**src/rtl/frequency_threshold_filter_top_defines.svh**
```systemverilog
// Assertion macros for the frequency threshold filter.
// Compiled out when SYNTHESIS is defined.
`ifndef FREQUENCY_THRESHOLD_FILTER_TOP_DEFINES_SVH
`define FREQUENCY_THRESHOLD_FILTER_TOP_DEFINES_SVH

`ifndef SYNTHESIS

// Same-cycle implication.
`define FTF_ASSERT_NOW(lbl, clk, rstn, ante, cons, msg) \
    lbl: assert property (@(posedge clk) disable iff (!(rstn)) (ante) |-> (cons)) \
        else $error(msg);

// Next-cycle implication.
`define FTF_ASSERT_NEXT(lbl, clk, rstn, ante, cons, msg) \
    lbl: assert property (@(posedge clk) disable iff (!(rstn)) (ante) |=> (cons)) \
        else $error(msg);

`else

`define FTF_ASSERT_NOW(lbl, clk, rstn, ante, cons, msg)
`define FTF_ASSERT_NEXT(lbl, clk, rstn, ante, cons, msg)

`endif

`endif

```
**src/rtl/ftf_pkg.sv**
```systemverilog
package ftf_pkg;

    localparam int MAX_ITEMS = 64;
    localparam int ADDR_W = (MAX_ITEMS > 1) ? $clog2(MAX_ITEMS) : 1;
    localparam int FILL_W = $clog2(MAX_ITEMS + 1);
    localparam int VALUE_W = 32;
    localparam int CNT_W = 7;
    localparam logic [CNT_W-1:0] RESET_MIN_COUNT = 7'd3;

    typedef enum logic [5:0] {
        ST_LOAD   = 6'b000001,
        ST_FETCH  = 6'b000010,
        ST_LATCH  = 6'b000100,
        ST_SCAN   = 6'b001000,
        ST_DECIDE = 6'b010000,
        ST_FINISH = 6'b100000
    } ftf_state_t;

    typedef struct packed {
        logic load;    // store accepted item
        logic fetch;   // read candidate at emit index
        logic latch;   // capture candidate, start scan
        logic scan;    // compare one stored entry
        logic decide;  // threshold check, advance emit index
        logic finish;  // push final result, clear the set
    } ftf_cmd_t;

    typedef struct packed {
        logic scan_last;
        logic i_last;
        logic keep;
        logic pend_valid;
        logic out_free;
    } ftf_stat_t;

endpackage

```
**src/rtl/ftf_ram.sv**
```systemverilog
module ftf_ram #(
    parameter int WIDTH = 32,
    parameter int DEPTH = 64
) (
    input  logic                                          clk,
    input  logic                                          we,
    input  logic [((DEPTH > 1) ? $clog2(DEPTH) : 1)-1:0] waddr,
    input  logic [WIDTH-1:0]                              wdata,
    input  logic [((DEPTH > 1) ? $clog2(DEPTH) : 1)-1:0] raddr,
    output logic [WIDTH-1:0]                              rdata
);

    logic [WIDTH-1:0] mem [DEPTH];

    always_ff @(posedge clk) begin
        if (we) begin
            mem[waddr] <= wdata;
        end
        rdata <= mem[raddr];
    end

endmodule

```
**src/rtl/ftf_ctrl.sv**
```systemverilog
module ftf_ctrl import ftf_pkg::*; (
    input  logic      aclk,
    input  logic      aresetn,
    input  logic      s_valid,
    input  logic      s_last_item,
    output logic      s_ready,
    input  ftf_stat_t stat,
    output ftf_cmd_t  cmd
);

    ftf_state_t state_reg, state_next;

    always_ff @(posedge aclk) begin
        if (!aresetn) begin
            state_reg <= ST_LOAD;
        end else begin
            state_reg <= state_next;
        end
    end

    always_comb begin
        state_next = state_reg;
        cmd        = '0;
        s_ready    = 1'b0;
        case (state_reg)
            ST_LOAD: begin
                s_ready  = 1'b1;
                cmd.load = s_valid;
                if (s_valid && s_last_item) begin
                    state_next = ST_FETCH;
                end
            end
            ST_FETCH: begin
                cmd.fetch  = 1'b1;
                state_next = ST_LATCH;
            end
            ST_LATCH: begin
                cmd.latch  = 1'b1;
                state_next = ST_SCAN;
            end
            ST_SCAN: begin
                cmd.scan = 1'b1;
                if (stat.scan_last) begin
                    state_next = ST_DECIDE;
                end
            end
            ST_DECIDE: begin
                // a new survivor displaces the pending one into the output reg
                if (!(stat.keep && stat.pend_valid) || stat.out_free) begin
                    cmd.decide = 1'b1;
                    state_next = stat.i_last ? ST_FINISH : ST_FETCH;
                end
            end
            ST_FINISH: begin
                if (stat.out_free) begin
                    cmd.finish = 1'b1;
                    state_next = ST_LOAD;
                end
            end
            default: begin
                state_next = ST_LOAD;
            end
        endcase
    end

endmodule

```
**src/rtl/ftf_dpath.sv**
```systemverilog
module ftf_dpath import ftf_pkg::*; (
    input  logic                      aclk,
    input  logic                      aresetn,
    input  ftf_cmd_t                  cmd,
    output ftf_stat_t                 stat,
    input  logic signed [VALUE_W-1:0] s_value,
    input  logic                      cfg_wr_en,
    input  logic [CNT_W-1:0]          cfg_wr_data,
    output logic                      m_valid,
    input  logic                      m_ready,
    output logic signed [VALUE_W-1:0] m_kept_value,
    output logic                      m_last_result,
    output logic                      m_empty_res,
    output logic                      m_overflow
);

    logic [FILL_W-1:0]         fill_reg;
    logic                      ovf_reg;
    logic [FILL_W-1:0]         i_reg;
    logic [FILL_W-1:0]         j_reg;
    logic [CNT_W-1:0]          cnt_reg;
    logic [CNT_W-1:0]          min_count_reg;
    logic signed [VALUE_W-1:0] cand_reg;
    logic signed [VALUE_W-1:0] pend_reg;
    logic                      pend_valid_reg;

    logic                      out_valid_reg;
    logic signed [VALUE_W-1:0] out_value_reg;
    logic                      out_last_reg;
    logic                      out_empty_reg;
    logic                      out_ovf_reg;

    logic                      ram_we;
    logic [ADDR_W-1:0]         ram_raddr;
    logic [VALUE_W-1:0]        ram_rdata;
    logic                      match;
    logic                      keep;
    logic                      out_free;
    logic                      push_mid;

    assign ram_we   = cmd.load && (fill_reg < FILL_W'(MAX_ITEMS));
    assign match    = (ram_rdata == cand_reg);
    assign keep     = (cnt_reg >= min_count_reg);
    assign out_free = !out_valid_reg || m_ready;
    assign push_mid = cmd.decide && keep && pend_valid_reg;

    always_comb begin
        if (cmd.fetch) begin
            ram_raddr = i_reg[ADDR_W-1:0];
        end else if (cmd.scan) begin
            ram_raddr = j_reg[ADDR_W-1:0];
        end else begin
            ram_raddr = '0;
        end
    end

    ftf_ram #(
        .WIDTH (VALUE_W),
        .DEPTH (MAX_ITEMS)
    ) u_value_ram (
        .clk   (aclk),
        .we    (ram_we),
        .waddr (fill_reg[ADDR_W-1:0]),
        .wdata (s_value),
        .raddr (ram_raddr),
        .rdata (ram_rdata)
    );

    // control state
    always_ff @(posedge aclk) begin
        if (!aresetn) begin
            fill_reg       <= '0;
            ovf_reg        <= 1'b0;
            i_reg          <= '0;
            j_reg          <= '0;
            pend_valid_reg <= 1'b0;
            out_valid_reg  <= 1'b0;
            min_count_reg  <= RESET_MIN_COUNT;
        end else begin
            if (cfg_wr_en) begin
                min_count_reg <= cfg_wr_data;
            end
            if (cmd.load) begin
                if (ram_we) begin
                    fill_reg <= fill_reg + FILL_W'(1);
                end else begin
                    ovf_reg <= 1'b1;
                end
            end
            if (cmd.latch) begin
                j_reg <= FILL_W'(1);
            end else if (cmd.scan && !stat.scan_last) begin
                j_reg <= j_reg + FILL_W'(1);
            end
            if (cmd.decide) begin
                i_reg <= i_reg + FILL_W'(1);
                if (keep) begin
                    pend_valid_reg <= 1'b1;
                end
            end
            if (cmd.finish) begin
                fill_reg       <= '0;
                ovf_reg        <= 1'b0;
                i_reg          <= '0;
                pend_valid_reg <= 1'b0;
            end
            if (push_mid || cmd.finish) begin
                out_valid_reg <= 1'b1;
            end else if (m_ready) begin
                out_valid_reg <= 1'b0;
            end
        end
    end

    // payload
    always_ff @(posedge aclk) begin
        if (cmd.latch) begin
            cand_reg <= ram_rdata;
            cnt_reg  <= '0;
        end else if (cmd.scan) begin
            cnt_reg <= cnt_reg + CNT_W'(match);
        end
        if (cmd.decide && keep) begin
            pend_reg <= cand_reg;
        end
        if (push_mid) begin
            out_value_reg <= pend_reg;
            out_last_reg  <= 1'b0;
            out_empty_reg <= 1'b0;
            out_ovf_reg   <= ovf_reg;
        end else if (cmd.finish) begin
            out_value_reg <= pend_valid_reg ? pend_reg : '0;
            out_last_reg  <= 1'b1;
            out_empty_reg <= !pend_valid_reg;
            out_ovf_reg   <= ovf_reg;
        end
    end

    assign stat.scan_last  = (j_reg == fill_reg);
    assign stat.i_last     = ((i_reg + FILL_W'(1)) == fill_reg);
    assign stat.keep       = keep;
    assign stat.pend_valid = pend_valid_reg;
    assign stat.out_free   = out_free;

    assign m_valid       = out_valid_reg;
    assign m_kept_value  = out_value_reg;
    assign m_last_result = out_last_reg;
    assign m_empty_res   = out_empty_reg;
    assign m_overflow    = out_ovf_reg;

endmodule

```
**src/rtl/frequency_threshold_filter_top.sv**
```systemverilog
// Frequency threshold filter. A set of signed 32-bit values arrives one
// transfer per cycle on the s_ channel, the final one marked by s_last_item;
// up to 64 values are stored, further ones are dropped and reported through
// m_overflow on every result of that set. After the final value the block
// emits, in arrival order, each stored value (duplicates included) that
// occurs at least min_count times, with m_last_result on the last one; if
// none qualifies, one result with m_empty_res set and a zero value is given.
// s_ready is low while a set is emitted. Emitting can also stall on the output,
// and it scans the value RAM, which has one read port, once per stored value
// to count its occurrences. Once the final result sits in the output register
// the next set may start loading. The user must write min_count (reset 3)
// through cfg_wr_en/cfg_wr_data only while the block is idle; the block itself
// does not enforce it.
`include "frequency_threshold_filter_top_defines.svh"

module frequency_threshold_filter_top import ftf_pkg::*; (
    input  logic                      aclk,
    input  logic                      aresetn,
    // configuration
    input  logic                      cfg_wr_en,
    input  logic [CNT_W-1:0]          cfg_wr_data,
    // input channel
    input  logic                      s_valid,
    output logic                      s_ready,
    input  logic signed [VALUE_W-1:0] s_value,
    input  logic                      s_last_item,
    // result channel
    output logic                      m_valid,
    input  logic                      m_ready,
    output logic signed [VALUE_W-1:0] m_kept_value,
    output logic                      m_last_result,
    output logic                      m_empty_res,
    output logic                      m_overflow
);

    // command and status between sequencer and datapath
    ftf_cmd_t  cmd;
    ftf_stat_t stat;

    // sequencer: load, then per stored entry fetch / latch / scan / decide, then finish
    ftf_ctrl u_ctrl (
        .aclk        (aclk),
        .aresetn     (aresetn),
        .s_valid     (s_valid),
        .s_last_item (s_last_item),
        .s_ready     (s_ready),
        .stat        (stat),
        .cmd         (cmd)
    );

    // value RAM, counters, pending survivor and output register
    ftf_dpath u_dpath (
        .aclk          (aclk),
        .aresetn       (aresetn),
        .cmd           (cmd),
        .stat          (stat),
        .s_value       (s_value),
        .cfg_wr_en     (cfg_wr_en),
        .cfg_wr_data   (cfg_wr_data),
        .m_valid       (m_valid),
        .m_ready       (m_ready),
        .m_kept_value  (m_kept_value),
        .m_last_result (m_last_result),
        .m_empty_res   (m_empty_res),
        .m_overflow    (m_overflow)
    );

    // empty result is always the single, final one with a zero value
    `FTF_ASSERT_NOW(a_empty_form, aclk, aresetn, m_valid && m_empty_res, m_last_result && (m_kept_value == '0), "empty result malformed")

    // after the final transfer is pushed the block is ready to load again
    `FTF_ASSERT_NEXT(a_finish_to_load, aclk, aresetn, cmd.finish, s_ready, "not ready after finish")

    // sequencer issues at most one command per cycle
    `FTF_ASSERT_NOW(a_cmd_onehot, aclk, aresetn, 1'b1, $onehot0(cmd), "overlapping commands")

endmodule

```
**config.mk**
```make
export PLATFORM = sky130hd
export DESIGN_NAME = frequency_threshold_filter_top
export DESIGN_NICKNAME = d
export VERILOG_FILES = /design/src/rtl/ftf_pkg.sv /design/src/rtl/ftf_ram.sv /design/src/rtl/ftf_ctrl.sv /design/src/rtl/ftf_dpath.sv /design/src/rtl/frequency_threshold_filter_top.sv
export VERILOG_INCLUDE_DIRS = /design/src /design/src/rtl
export SDC_FILE = /design/constraint.sdc
export NUM_CORES = 2
export LEC_CHECK = 0
export BUFFER_PORTS_ARGS = -buffer_cell sky130_fd_sc_hd__buf_2
export CORE_ASPECT_RATIO = 1.25
export CORE_UTILIZATION = 30
export CTS_BUF_LIST = sky130_fd_sc_hd__clkbuf_2 sky130_fd_sc_hd__clkbuf_4 sky130_fd_sc_hd__clkbuf_8
export CTS_CLUSTER_SIZE = 12
export DETAILED_ROUTE_END_ITERATION = 8
export GPL_TIMING_DRIVEN = 1
export SKIP_CTS_REPAIR_TIMING = 1
export SYNTH_ARGS = -nofsm -noshare
export SYNTH_HDL_FRONTEND = slang
export SYNTH_SLANG_ARGS = --single-unit
```
**constraint.sdc**
```tcl
create_clock -name aclk -period 3.34 [get_ports aclk]
set_input_delay 0 -clock aclk [delete_from_list [all_inputs] [get_ports aclk]]
set_output_delay 0 -clock aclk [all_outputs]
set_load 0.01 [all_outputs]
```
-- Word level (Yosys, flattened, before mapping)
Memory sizes are Yosys's and may differ from the RTL's. A register that Yosys moved wholly into a read port is not among the register bits.
Cells that the tools add are included.
Widths: inputs -> output; s select.
- flip-flop bits (word level): 143
- memory bits (writable): 2048
- input bits: 45
- output and inout bits: 37
- word-level logic and storage cells: 88
- memories kept: 1
- add/subtract/negate cells: 4
- magnitude comparators: 2
- equal/unequal tests: 13
- mux-type cells: 28
- bitwise gates (word level): 2
- reduce and logical (&&, ||, !) cells: 22
- memory list (memory ; words ; bits a word ; rd ports ; clocked after memory_dff ; write ports ; RTL line ; text):
    u_dpath.u_value_ram.mem ; 64 ; 32 ; 1 ; 1 ; 1 ; ftf_ram.sv:13 ; logic [WIDTH-1:0] mem [DEPTH];
- operators with widths (operator ; number):
    $mux 32 ; 3
    $mux 6 ; 7
    $pmux 6 s6 ; 1
    $eq 32x32->1 ; 1
    $add 7x1->7 const B ; 3
    $mux 1 ; 17
    $eq 7x7->1 ; 2
    $ne 2x1->1 const B ; 4
    $add 7x1->7 ; 1
    $ge 7x7->1 ; 1
    $lt 7x7->1 const B ; 1
    $eq 6x1->1 const B ; 1
    $eq 6x2->1 const B ; 1
    $eq 6x3->1 const B ; 1
    $eq 6x4->1 const B ; 1
    $eq 6x5->1 const B ; 1
    $eq 6x6->1 const B ; 1
    $logic_and 1x1->1 ; 6
    $reduce_and 2->1 ; 3
    $reduce_bool 2->1 ; 3
    $logic_not 1->1 ; 4
    $reduce_and 4->1 ; 1
    $reduce_or 2->1 ; 2
    $logic_or 1x1->1 ; 3
    $not 1->1 ; 2

-- Logic depth before layout (Yosys ltp)
- depth after elaboration: 10
- mapped depth: 13
- gate-level depth less buffers: 10

-- Cells and area by module
A second synthesis with hierarchy kept.
- cell total of the unflattened synthesis: 3803
- area total of the unflattened synthesis: 84547.3 um^2
- modules (own cells, without submodules) (module ; times used ; cells each ; area an instance (um^2) ; seq. area each (um^2)):
    ftf_ram ; 1 ; 3324 ; 78515.3 ; 62139.6
    ftf_dpath ; 1 ; 431 ; 5617.9 ; 3713.6
    ftf_ctrl ; 1 ; 48 ; 414.1 ; 120.1

-- Worst setup path after synthesis
No wires, ideal clock.
- path type: reg2reg
- from: register u_ctrl.state_reg[2]
- to: memory u_dpath.u_value_ram.mem[63][0] (enable)
- setup time: 0.421 ns
- arrival time: 3.204 ns
- data required time: 2.919 ns
- setup slack: -0.286 ns
- stages on the path, launching flop included: 11
- cell sequence: dfxtp_1 > buf_6 > nor4_1 > and3b_1 > buf_2 > nand2_1 > nor2_1 > and2_1 > nand3_1 > buf_2 > nor2_1
- word-level cells in the longest chain between the ends: 5
- ends and longest elaborated chain (what ; RTL line ; text):
    from (decl) ; ftf_ctrl.sv:11 ; ftf_state_t state_reg, state_next;
    from (signal assigned) ; ftf_ctrl.sv:17 ; state_reg <= state_next;
    $eq 6x1->1 ; ftf_ctrl.sv:25 ; case (state_reg)
    $mux 1 ; ftf_ctrl.sv:25 ;
    $logic_and 1x1->1 ; ftf_dpath.sv:41 ; assign ram_we = cmd.load && (fill_reg < FILL_W'(MAX_ITEMS));
    $mux 1 ; ftf_ram.sv:16 ; if (we) begin
    $mux 1 (not written as such) ; ftf_ram.sv:17 ; mem[waddr] <= wdata;
    to (decl) ; ftf_ram.sv:13 ;
Every way passes these cells.

-- Final worst setup path
- from: register u_ctrl.state_reg[4]
- to: register u_dpath.u_value_ram.rdata[24], read port of u_dpath.u_value_ram.mem
- word-level cells in the longest chain between the ends: 4
- elaborated cells on any way between the ends: 6
- those cells by class: 2 x eq/ne; 4 x mux
- ends and longest elaborated chain (what ; RTL line ; text):
    $eq 6x4->1 ; ftf_ctrl.sv:25 ;
    $mux 1 ; ftf_ctrl.sv:25 ;
    $mux 6 ; ftf_dpath.sv:50 ; end else if (cmd.scan) begin
    $mux 6 * ; ftf_dpath.sv:48 ; if (cmd.fetch) begin
    to (decl) ; ftf_ram.sv:10 ; output logic [WIDTH-1:0] rdata
Mark *: on every way between the ends. The rest lies on a longest branch, timed or not.
A chain may end at the register's enable or synchronous reset.

==> flow_summary.toml <==
[setup_path]
reg2reg_depth = 9
cp.required_ns = 4.10
reg2reg_slack_ns = 0.11
r2r-start = "u_ctrl.state_reg[4]"
cp_max_fo = 32
path_class = "reg -> reg"
r2r-end = "u_dpath.u_value_ram.rdata[24]"
cp-start-kind = "flop"
worstPathArrival_ns = 3.99
cp-end-kind = "flop"

[die]
die_w_microns = 481
die_h_microns = 601
fp.dieArea_sq_um = 289000
rows = 219
coreArea_sq_um = 285000
start_util_pct = 30.2
ios = 82

[layout]
multi_input_area_sq_um = 18800
layout-drive-gt1-share_pct = 15.3
nets = 6594
largest_register_ffs = 2048
synthToLayoutAreaGrowth_pct = 17.0
seq_area_sq_um = 66000
nFillCells = 27000
fin_area_sq_um = 101000
final_cells = 10600
max_flop_register = "u_dpath.u_value_ram.mem"
post-route-util_pct = 35.3

[detailed_routing]
via_per_inst = 4.99
detail-route-antenna-nets = 0
wl_per_cell_microns = 22.0
firstDrtPassIters = 8
drt_wl_total_microns = 232000
drc = 0
drt_iter0_drc = 4720
via_count = 52700

[power]
p_total_mw = 55.4
power_leakage_nw = 34.4
peakVddDrop_uv = 254
power_density_nw_per_um2 = 550

[synth]
ys_seq_area_share_pct = 76.6
synth_edf_count = 2145
synth_mux_area_share_pct = 2.34
synth_top_cell_area_share_pct = 74.8
yosysTopAreaCell = "edfxtp_1"
synth_simple_gate_area_share_pct = 13.1
ys_ff_latch = 2223
netlist_area_sq_um = 86100
yosysUniqueCellTypes = 62
synth_flop_cell = "edfxtp_1"
async_flop_share_pct = 0
synth_nets = 6188
synth_cells = 6131
yosys_warnings = 0
yosys.area_share.xor_xnor_pct = 0.691
synth_area_leaders = "edfxtp_1 (75%), nand2_1 (7.4%), nand3_1 (4.0%)"
synth_top_family_by_area = "simple AND/OR/NAND/NOR gates"
synth_compound_area_share_pct = 4.88
synth.avg_cell_area_sq_um = 14.0
yosys.area_share.adder_pct = 0.174

[grt]
grt-ovfl-total = 0
grt_pass1_wl_microns = 341000
gr-usage-all-layers_pct = 15.6
antenna_found_initial = 12
grt_pass1_vias = 51900
grt_max_degree = 92

[worst_hold_path]
min_from = "aresetn"
hp-class = "in -> reg"
hold_depth = 3
min_to = "u_ctrl.state_reg[0]"

[sta]
hold_viol = 0
maxSlewHeadroom_pct = 14.9
fin_ws_ns = 0.111
min_period_over_period_pct = 96.7
setup_violations = 0
max_freq_ghz = 0.310
rsz0062_at_grt = "no"
min_period_ns = 3.23
drv_slew = 0
fin_setup_tns_ns = 0
worst_slew_pin_slew_ns = 1.28
holdWs_ns = 0.0535
skew_ns = 0.0612

[place]
port_buffers = 81
place_area_sq_um = 93700
place_hpwl_microns = 136000
dpl.cell_count = 9897
gp_congestion = 0.797
place_ws_ns = 0.00701

[outcome]
outcome = "finished clean"

[clock_tree]
clk_latency_ns = 0.94
cts_tree = "built"
cts_buffers = 327
cts.htree.levels = 5
numClockSinks = 2223
clk_pin_slew_ns = 0.07
ctsLongestPathBuffers = 4
cts-root-buf = "clkbuf_8"

[job]
drv_cap = 0
[synthesized netlist by cell type, types with 50 or more instances]
cell type,instances
nand2_1,1702
a32oi_1,96
dfxtp_1,78
nor2_1,106
xor2_1,50
nand3_1,685
mux2i_1,201
a31oi_1,223
nand4_1,73
clkbuf_1,157
buf_2,178
a21oi_1,75
edfxtp_1,2145
[cells in the final DEF, fill, tap and decap left out, types with 73 or more instances in the layout]
master,count
a21oi_1,75
a31oi_1,222
a32oi_1,96
buf_12,105
buf_2,81
buf_4,216
clkbuf_4,112
clkbuf_8,347
dfxtp_1,78
edfxtp_1,2145
mux2i_1,201
nand2_1,1702
nand3_1,685
nand4_1,73
[routing by layer]
layer / wire, microns / share of wire (%) / GRT usage [%]
met5: 41 / 0.018 / 0
met3: 13900 / 6.0 / 2.22
met1: 91900 / 40 / 19.3
met2: 119000 / 51 / 27.6
met4: 7400 / 3.2 / 5.46
[kinds of logic after synthesis]
| logic type | count (synthesis) |
|---|---|
| AOI/OAI and AO/OA | 568 |
| xor gates and xnor gates | 68 |
| adders and majority gates | 12 |
| buffers and inverters | 403 |
| DFF | 2223 |
| muxes | 201 |
| and+or+nand+nor | 2656 |
[where the power goes]
group          internal (mW)  switching, mW
Sequential              31.0          0.455
Clock                   11.4           10.3
Combinational          0.726           1.53
[worst max path at each step]
stage / from / to / slack (ns) / cells past startpoint
floorplan: u_ctrl.state_reg[2] / u_dpath.u_value_ram.mem[63][0] / -0.29 / 10
global placement: u_ctrl.state_reg[5] / u_dpath.u_value_ram.rdata[1] / 0.02 / 10
detailed placement: u_ctrl.state_reg[0] / u_dpath.u_value_ram.rdata[1] / 0.007 / 10
CTS: u_ctrl.state_reg[0] / u_dpath.u_value_ram.rdata[1] / -0.02 / 10
global route: u_ctrl.state_reg[0] / u_dpath.u_value_ram.rdata[24] / 0.006 / 11
finish: u_ctrl.state_reg[4] / u_dpath.u_value_ram.rdata[24] / 0.11 / 9
[worst max-delay path, cell delays in order, from the launching register on]
cell	delay (ns)
dfxtp_1	0.39
nor4_4	0.48
nor4b_1	0.39
a31o_4	0.39
buf_12	0.27
nand3_1	0.11
a31oi_1	0.23
a21oi_1	0.12
o22ai_1	0.50
a221oi_2	0.08
[layout make-up]
class | instances | share of cell area [%]
Antenna cell | 9 | 0.0223
Clock buffer | 459 | 5.57
Clock inverter | 126 | 0.781
Inverter | 9 | 0.0335
Multi-Input combinational cell | 3505 | 18.7
Sequential cell | 2223 | 65.5
Tap cell | 3757 | 4.66
Timing Repair Buffer | 471 | 4.78
(Power assumes the default switching activity.)
